===== config.mk =====
export PLATFORM = sky130hd
export DESIGN_NAME = dvbm_decode
export DESIGN_NICKNAME = d
export VERILOG_FILES = /design/src/dvbm_pkg.sv /design/src/dvbm_decode.sv
export SDC_FILE = /design/constraint.sdc
export NUM_CORES = 1
export LEC_CHECK = 0
export BUFFER_PORTS_ARGS = -buffer_cell sky130_fd_sc_hd__buf_2
export CAP_MARGIN = 40
export CORE_ASPECT_RATIO = 0.9
export CORE_MARGIN = 4
export CORE_UTILIZATION = 49
export CTS_BUF_LIST = sky130_fd_sc_hd__clkbuf_4
export CTS_CLUSTER_DIAMETER = 200
export CTS_CLUSTER_SIZE = 14
export DETAILED_ROUTE_END_ITERATION = 6
export PLACE_DENSITY_LB_ADDON = 0.12
export SYNTH_ARGS = -nofsm -noshare
export SYNTH_HDL_FRONTEND = slang
export SYNTH_SLANG_ARGS = --single-unit

===== constraint.sdc =====
create_clock -name clk -period 22.3 [get_ports clk]
set_clock_uncertainty 0.05 [all_clocks]
set_input_delay 1.115 -clock clk [delete_from_list [all_inputs] [get_ports clk]]
set_output_delay 1.115 -clock clk [all_outputs]
set_load 0.02 [all_outputs]

===== src/dvbm_pkg.sv =====
`timescale 1ns / 1ps
`default_nettype none
package dvbm_pkg;

  localparam int unsigned VAL_W   = 40;
  localparam int unsigned QUERY_W = 32;
  localparam int unsigned SHIFT_W = 6;
  localparam int unsigned DOM_W   = 6;

  localparam logic [VAL_W-1:0]   VAL_MAX    = {VAL_W{1'b1}};
  localparam logic [7:0]         ESC_BYTE   = 8'd255;
  localparam logic [VAL_W-1:0]   ESC_BASE   = 40'd254;
  localparam int unsigned        MORE_BIT   = 7;
  localparam logic [SHIFT_W-1:0] SHIFT_STEP = 6'd7;
  localparam logic [SHIFT_W-1:0] SHIFT_MAX  = 6'd63;
  localparam logic [SHIFT_W-1:0] SHIFT_SAT  = 6'd40;
  localparam logic [DOM_W-1:0]   DOM_FULL   = 6'd32;
  localparam logic [DOM_W-1:0]   DOM_RESET  = 6'd24;

  localparam logic FMT_VARINT = 1'b0;
  localparam logic FMT_PLUS   = 1'b1;

  localparam logic REG_GAP_FORMAT  = 1'b0;
  localparam logic REG_DOMAIN_BITS = 1'b1;

  typedef struct packed {
    logic valid;
    logic member;
  } res_t;

endpackage
`default_nettype wire


===== src/dvbm_decode.sv =====
`timescale 1ns / 1ps
`default_nettype none
module dvbm_decode (
  input  wire logic                           clk,
  input  wire logic                           rst,
  input  wire logic                           accept,
  input  wire logic [7:0]                     code_byte,
  input  wire logic [dvbm_pkg::QUERY_W-1:0]   query_position,
  input  wire logic                           first_byte,
  input  wire logic                           last_byte,
  input  wire logic                           gap_format,
  input  wire logic [dvbm_pkg::DOM_W-1:0]     domain_bits,
  output dvbm_pkg::res_t                      res
);

  logic [dvbm_pkg::VAL_W-1:0]   running_position, running_position_next;
  logic [dvbm_pkg::VAL_W-1:0]   gap_accumulator, gap_accumulator_next;
  logic [dvbm_pkg::SHIFT_W-1:0] digit_shift, digit_shift_next;
  logic                         escape_seen, escape_seen_next;
  logic                         decided, decided_next;
  logic [dvbm_pkg::QUERY_W-1:0] held_query, held_query_next;

  always_comb begin
    logic [6:0]                   digit;
    logic [47:0]                  dsum;
    logic [dvbm_pkg::VAL_W:0]     psum;
    logic [dvbm_pkg::VAL_W-1:0]   pos;
    logic [dvbm_pkg::VAL_W-1:0]   hq_ext;
    logic                         done;
    logic                         out_of_domain;

    running_position_next = running_position;
    gap_accumulator_next  = gap_accumulator;
    digit_shift_next      = digit_shift;
    escape_seen_next      = escape_seen;
    decided_next          = decided;
    held_query_next       = held_query;
    res                   = '0;
    digit                 = code_byte[6:0];
    dsum                  = '0;
    psum                  = '0;
    pos                   = '0;
    done                  = 1'b0;
    out_of_domain         = 1'b0;

    if (first_byte) begin
      running_position_next = '0;
      gap_accumulator_next  = '0;
      digit_shift_next      = '0;
      escape_seen_next      = 1'b0;
      decided_next          = 1'b0;
      held_query_next       = query_position;
      if (domain_bits < dvbm_pkg::DOM_FULL &&
          (query_position >> domain_bits[4:0]) != '0) begin
        out_of_domain = 1'b1;
        decided_next  = 1'b1;
        res.valid     = 1'b1;
        res.member    = 1'b0;
      end
    end
    hq_ext = {{(dvbm_pkg::VAL_W-dvbm_pkg::QUERY_W){1'b0}}, held_query_next};

    if (!out_of_domain && !decided_next) begin
      if (gap_format == dvbm_pkg::FMT_PLUS && !escape_seen_next) begin
        if (code_byte == dvbm_pkg::ESC_BYTE) begin
          escape_seen_next     = 1'b1;
          gap_accumulator_next = dvbm_pkg::ESC_BASE;
          digit_shift_next     = '0;
        end else begin
          gap_accumulator_next = {32'd0, code_byte};
          done                 = 1'b1;
        end
      end else begin
        // one base-128 digit
        if (digit != '0) begin
          if (digit_shift_next >= dvbm_pkg::SHIFT_SAT) begin
            gap_accumulator_next = dvbm_pkg::VAL_MAX;
          end else begin
            dsum = {8'd0, gap_accumulator_next} + ({41'd0, digit} << digit_shift_next);
            gap_accumulator_next = (dsum[47:40] != '0) ? dvbm_pkg::VAL_MAX : dsum[39:0];
          end
        end
        if (code_byte[dvbm_pkg::MORE_BIT]) begin
          digit_shift_next = (digit_shift_next > dvbm_pkg::SHIFT_MAX - dvbm_pkg::SHIFT_STEP) ?
                             dvbm_pkg::SHIFT_MAX : digit_shift_next + dvbm_pkg::SHIFT_STEP;
        end else begin
          done = 1'b1;
        end
      end

      if (done) begin
        psum = {1'b0, running_position_next} + {1'b0, gap_accumulator_next};
        pos  = psum[dvbm_pkg::VAL_W] ? dvbm_pkg::VAL_MAX : psum[dvbm_pkg::VAL_W-1:0];
        gap_accumulator_next = '0;
        digit_shift_next     = '0;
        escape_seen_next     = 1'b0;
        if (pos == hq_ext) begin
          decided_next = 1'b1;
          res.valid    = 1'b1;
          res.member   = 1'b1;
        end else if (pos > hq_ext) begin
          decided_next = 1'b1;
          res.valid    = 1'b1;
          res.member   = 1'b0;
        end else begin
          running_position_next = pos;
        end
      end

      if (last_byte && !res.valid) begin
        decided_next = 1'b1;
        res.valid    = 1'b1;
        res.member   = 1'b0;
      end
    end

    if (!accept) begin
      res = '0;
    end
  end

  always_ff @(posedge clk) begin
    if (rst) begin
      running_position <= '0;
      gap_accumulator  <= '0;
      digit_shift      <= '0;
      escape_seen      <= 1'b0;
      decided          <= 1'b1;
      held_query       <= '0;
    end else if (accept) begin
      running_position <= running_position_next;
      gap_accumulator  <= gap_accumulator_next;
      digit_shift      <= digit_shift_next;
      escape_seen      <= escape_seen_next;
      decided          <= decided_next;
      held_query       <= held_query_next;
    end
  end

endmodule
`default_nettype wire


==> flow_summary.json, run 1 <==
{
  "grt_overflow": 0,
  "via_count": 14200,
  "r2r-end": "running_position[13]",
  "worstPathRequired_ps": 21140,
  "cts.clk_slew.worst_paths_ps": 120,
  "synth_fp_nets": 2043,
  "h-tree-depth": 4,
  "slew_viol_final": 0,
  "fin_crit_sh_pct": 60.9,
  "endpoint": "res[1]",
  "fmax_ghz": 0.0737,
  "synth_seq_cells": 120,
  "cts_made_buffers": 17,
  "setup.worst_path.start": "first_byte",
  "via_per_inst": 6.40,
  "crit_type": "in -> out",
  "drive_gt1_share_pct": 7.37,
  "r2r-start": "digit_shift[0]",
  "setup_viol": 0,
  "peakVddDrop_uv": 30.8,
  "final_cell_mix": "195 x nor2_1, 180 x nand2_1, 147 x a21oi_1",
  "p_leak_nw": 5.87,
  "powerDensity_mw_per_mm2": 36.7,
  "netlist.area_leader.share_pct": 17.9,
  "fill_cells": 2743,
  "clock_power_share_pct": 33.2,
  "final_nets": 2012,
  "path_max_fanout": 103,
  "drc": 0,
  "synthDistinctLibCells": 93,
  "wl_per_cell_um": 19.8,
  "die_w_um": 183,
  "syn_to_final_growth_pct": 4.93,
  "synth_area_mm2": 0.0135,
  "cts_tree": "yes",
  "worstPathArrival_ps": 12410,
  "clk_latency_ps": 580,
  "fin_ws_ps": 8730,
  "synth_edf_count": 0,
  "track_usage_pct": 28.3,
  "synth_flop_cell": "dfxtp_1",
  "hold_class": "reg -> reg",
  "hold_viol": 0,
  "timing.slew.headroom_pct": 38.3,
  "dr.first_iter.drc_count": 1581,
  "cts_hold_buffers": 0,
  "initial_core_util_pct": 49.8,
  "ant_nets": 0,
  "seqPwrFrac_pct": 43.4,
  "drt_first_pass_iters": 5,
  "slowest_stage": "clkinv_1",
  "final_core_util_pct": 52.2,
  "grt_pass1_wl_um": 69800,
  "cts_resized": 0,
  "synthArstFlopShare_pct": 0,
  "worstSetupEndpointType": "primary output",
  "die_area_mm2": 0.0302,
  "antenna_found_initial": 1,
  "synth_area_leaders": "dfxtp_1 18%, ha_1 10%, a21oi_1 5.5%",
  "status": "completed",
  "gp_congestion": 0.974,
  "tightest_slew_ps": 925,
  "wl_um": 43700,
  "busiest_layer": "met2",
  "met2_usage_pct": 42.3,
  "design_area_mm2": 0.0141,
  "final.setup.tns_ps": 0,
  "yosysSeqAreaShare_pct": 17.9,
  "p_int_mw": 0.342,
  "core.rowCount": 57,
  "fin_cells": 2214,
  "rsz0062_at_grt": "false",
  "core_area_mm2": 0.0270,
  "maxCapViolCount": 0,
  "synthCells": 1877,
  "p_sw_share_pct": 34.0,
  "place_ws_ps": 9000,
  "syn_avg_cell_area_um2": 7.17,
  "dpl_cell_area_mm2": 0.0138,
  "r2r_cells": 40,
  "dp_hpwl_um": 32900,
  "grt_max_degree": 104,
  "yosysTopAreaCell": "dfxtp_1",
  "layout_commonest_cell": "nor2_1",
  "io_pins": 54,
  "grt_pass1_vias": 12800,
  "switching_power_mw": 0.177,
  "met3_usage_pct": 4.95,
  "cts.path.max_buffers": 2,
  "synth_warnings": 0,
  "finalCriticalPeriod_ps": 13570,
  "p_total_mw": 0.519,
  "cts_sinks": 120,
  "cp-start-kind": "input port",
  "cts_setup_buffers": 0,
  "die_y_um": 165,
  "grtUsageMet1_pct": 41.9,
  "p_comb_share_pct": 23.3,
  "root_buffer": "clkbuf_4",
  "place_inst": 2181,
  "fin_hold_ws_ps": 410,
  "io_buffers": 53,
  "slowest_delay_ps": 890,
  "reg2reg_setup_slack_ps": 10380
}
==> final cells by class <==
class / instances / area (µm²) / area share, %
inverter: 36 / 135 / 0.957
sequential: 120 / 2400 / 17.0
timing repair buffer: 74 / 437 / 3.09
antenna: 1 / 2.50 / 0.0177
clock inverter: 13 / 155 / 1.10
multi-input combinational: 1597 / 10400 / 73.7
clock buffer: 19 / 143 / 1.01
tap: 354 / 443 / 3.14
==> worst max-delay path, delay by kind of cell <==
| kind | cells | cell delay (ps) |
|---|---|---|
| fa+ha+maj | 3 | 1130 |
| simple gates | 11 | 2690 |
| compound gates | 21 | 5370 |
| buf+inv | 4 | 2030 |
==> flip-flops by register name (all words and copies together) (netlist names) <==
name and flops:
running_position 40, decided 1, held_query 32, gap_accumulator 40, escape_seen 1, digit_shift 6
==> synthesized netlist by cell type, types with 7 or more instances <==
master / number
o22ai_1: 36
a31oi_1: 16
and3_1: 17
o211ai_1: 40
o311ai_0: 8
nand3_1: 66
a21oi_1: 148
a221oi_1: 8
or3_1: 8
o221ai_1: 11
a211oi_1: 59
nand2b_1: 19
a21o_1: 51
buf_2: 18
mux2i_1: 48
nor3_1: 44
a311oi_1: 7
clkbuf_1: 92
ha_1: 112
o21a_1: 26
xnor2_1: 38
or2_2: 9
nand2_1: 180
nor3b_1: 14
nand4_1: 25
nand3b_1: 7
and2_1: 18
nor2b_1: 95
o21ai_0: 126
inv_1: 34
xor2_1: 30
dfxtp_1: 120
nor2_1: 195
==> cells by family (layout without fill, tap and decap cells) <==
kind of cell | count (synthesis) | after routing | synth area share, %
compound gates | 633 | 633 | 31.1
xor+xnor | 68 | 68 | 4.43
fa+ha+maj | 114 | 114 | 10.7
buf+inv | 160 | 142 | 4.98
flops | 120 | 120 | 17.9
mux | 54 | 54 | 4.24
other cells | 0 | 1 | 0
simple gates | 728 | 728 | 26.7
==> how the worst min path moves through the flow <==
stage,cells after the start,from,slack [ps],to
floorplan,2,gap_accumulator[28],370,gap_accumulator[28]
global placement,2,gap_accumulator[28],380,gap_accumulator[28]
detailed placement,2,gap_accumulator[18],390,gap_accumulator[18]
CTS,2,gap_accumulator[18],410,gap_accumulator[18]
global route,2,gap_accumulator[14],430,gap_accumulator[14]
finish,2,gap_accumulator[18],410,gap_accumulator[18]
==> per-layer routing <==
metal,wire length [µm],up-vias
met5,0,-
met1,20900,6670
met4,970,0
met2,18700,516
met3,3160,71
li1,-,6921
==> power groups by stage <==
stage                     combinational, mW  sequential [mW]  clock, mW
final                                 0.121            0.225      0.172
after global routing                  0.134            0.226      0.185
after CTS                             0.119            0.225      0.176
after detailed placement              0.119            0.230          0
after global placement                0.116            0.230          0
after floorplan                      0.0848            0.228          0
No activity file was read; power rests on OpenSTA's default activity.
==> run 2, diff against run 1 <==
==> constraint.sdc (replaced) <==
create_clock -name clk -period 12.64 [get_ports clk]
set_clock_uncertainty 0.05 [all_clocks]
set_input_delay 0.632 -clock clk [delete_from_list [all_inputs] [get_ports clk]]
set_output_delay 0.632 -clock clk [all_outputs]
set_load 0.02 [all_outputs]
==> flow_summary.json, run 2 (synthesized netlist as in run 1, its figures left out) <==
{
  "status": "completed",
  "cts_made_buffers": 17,
  "io_pins": 54,
  "finalCriticalPeriod_ps": 11720,
  "die_y_um": 165,
  "final_nets": 2018,
  "core.rowCount": 57,
  "peakVddDrop_uv": 51.1,
  "grt_pass1_wl_um": 68700,
  "slew_viol_final": 0,
  "dp_hpwl_um": 33100,
  "rsz0062_at_grt": "false",
  "grt_max_degree": 77,
  "wl_um": 43400,
  "worstSetupEndpointType": "primary output",
  "wl_per_cell_um": 19.6,
  "io_buffers": 53,
  "p_int_mw": 0.623,
  "hold_class": "in -> reg",
  "die_area_mm2": 0.0302,
  "reg.largest.list": "gap_accumulator: 40 flops, running_position: 40 flops, held_query: 32 flops",
  "dr.first_iter.drc_count": 1369,
  "ant_nets": 0,
  "initial_core_util_pct": 49.8,
  "cts_sinks": 120,
  "tightest_slew_ps": 845,
  "min_to": "escape_seen",
  "cts_setup_buffers": 0,
  "cts.clk_slew.worst_paths_ps": 140,
  "track_usage_pct": 28.0,
  "timing.slew.headroom_pct": 43.4,
  "drc": 0,
  "grt_pass1_vias": 12600,
  "r2r-start": "digit_shift[0]",
  "p_sw_share_pct": 33.2,
  "p_leak_nw": 5.93,
  "slowest_delay_ps": 560,
  "switching_power_mw": 0.309,
  "drive_gt1_share_pct": 8.04,
  "slowest_stage": "dfxtp_4",
  "hold_viol": 0,
  "fill_cells": 2730,
  "cts.path.max_buffers": 2,
  "core_area_mm2": 0.0270,
  "gp_congestion": 0.974,
  "layout_commonest_cell": "nor2_1",
  "die_w_um": 183,
  "fin_crit_sh_pct": 92.7,
  "path_max_fanout": 46,
  "p_comb_share_pct": 23.0,
  "r2r-end": "running_position[0]",
  "hold_depth": 3,
  "worstPathArrival_ps": 11040,
  "drt_first_pass_iters": 7,
  "setup_viol": 0,
  "grt_overflow": 0,
  "final.setup.tns_ps": 0,
  "clock_power_share_pct": 34.4,
  "root_buffer": "clkbuf_4",
  "worstPathRequired_ps": 11960,
  "fmax_ghz": 0.0853,
  "crit_type": "reg -> out",
  "final_core_util_pct": 52.7,
  "r2r_cells": 40,
  "powerDensity_mw_per_mm2": 65.5,
  "min-delay-start": "gap_format",
  "h-tree-depth": 4,
  "antenna_found_initial": 1,
  "maxCapViolCount": 0,
  "seqPwrFrac_pct": 42.6,
  "cts_tree": "yes",
  "syn_to_final_growth_pct": 5.83,
  "clk_latency_ps": 600,
  "final_cell_mix": "195 x nor2_1, 180 x nand2_1, 147 x a21oi_1",
  "via_count": 14200,
  "reg2reg_setup_slack_ps": 1610,
  "cp-start-kind": "flip-flop",
  "via_per_inst": 6.41
}
run 2: cell count changes in the layout (fill, tap and decap cells not counted), sizes merged:
cell	change
clkbuf	-1
buf	+6
clkinvlp	-2
bufinv	+1
clkinv	+2
run 2: routing by layer:
| layer | part of all wire [%] | wire length (µm) | global-route usage, % |
|---|---|---|---|
| met4 | 1.7 | 733 | 6.45 |
| met5 | 0 | 0 | 0 |
| met3 | 7.2 | 3140 | 4.45 |
| met1 | 48 | 21000 | 41.9 |
| met2 | 43 | 18600 | 42.1 |
run 2: worst max-delay path by stage:
stage               cells past startpoint            from  slack (ps)      to
global route                           39  digit_shift[0]          90  res[1]
floorplan                              42      first_byte        2490  res[1]
global placement                       38  digit_shift[0]        1160  res[1]
finish                                 39  digit_shift[0]         920  res[1]
CTS                                    39  digit_shift[0]         160  res[1]
detailed placement                     39  digit_shift[0]         910  res[1]
run 2: final cells by class:
type                    instances  area, µm²  area share, %
diodes                          1       2.50         0.0176
clock buffers                  18        135          0.949
clock inverters                14        181           1.27
inverters                      36        135          0.949
multi-input cells            1597      10400           73.1
flip-flops and latches        120       2410           16.9
well taps                     354        443           3.11
repair buffers                 80        522           3.66
run 2: worst max-delay path: cells and delay by family, from the launching register on:
family	cells	cell delay, ps
buffers and inverters	2	260
AOI/OAI and AO/OA	21	5560
muxes	1	380
adders and majority gates	4	1150
DFF	1	560
and+or+nand+nor	11	2470
run 2: power groups by stage:
stage | clock network, mW | registers, mW | logic [mW]
3_3_place_gp | 0 | 0.405 | 0.205
6_report | 0.321 | 0.397 | 0.214
2_1_floorplan | 0 | 0.403 | 0.150
3_5_place_dp | 0 | 0.405 | 0.210
4_1_cts | 0.325 | 0.397 | 0.211
5_1_grt | 0.342 | 0.399 | 0.237
run 2: what timing repair did:
item,4_1_cts,5_1_grt
resized for setup,0,7
hold buffers,0,0
setup endpoints to repair,0,23
run 2: metrics by stage:
| step | cells | setup slack, ps | hold WS, ps | area [µm²] | power (mW) |
|---|---|---|---|---|---|
| finish | 2220 | 919 | 265 | 14200 | 0.932 |
| global route | 2220 | 91.2 | 258 | 14200 | 0.977 |
| CTS | 2219 | 159 | 243 | 14200 | 0.934 |
| detailed placement | 2187 | 907 | 387 | 13900 | 0.616 |
| global placement | 2183 | 1160 | 376 | 13800 | 0.610 |
| floorplan | 1877 | 2490 | 367 | 13500 | 0.552 |
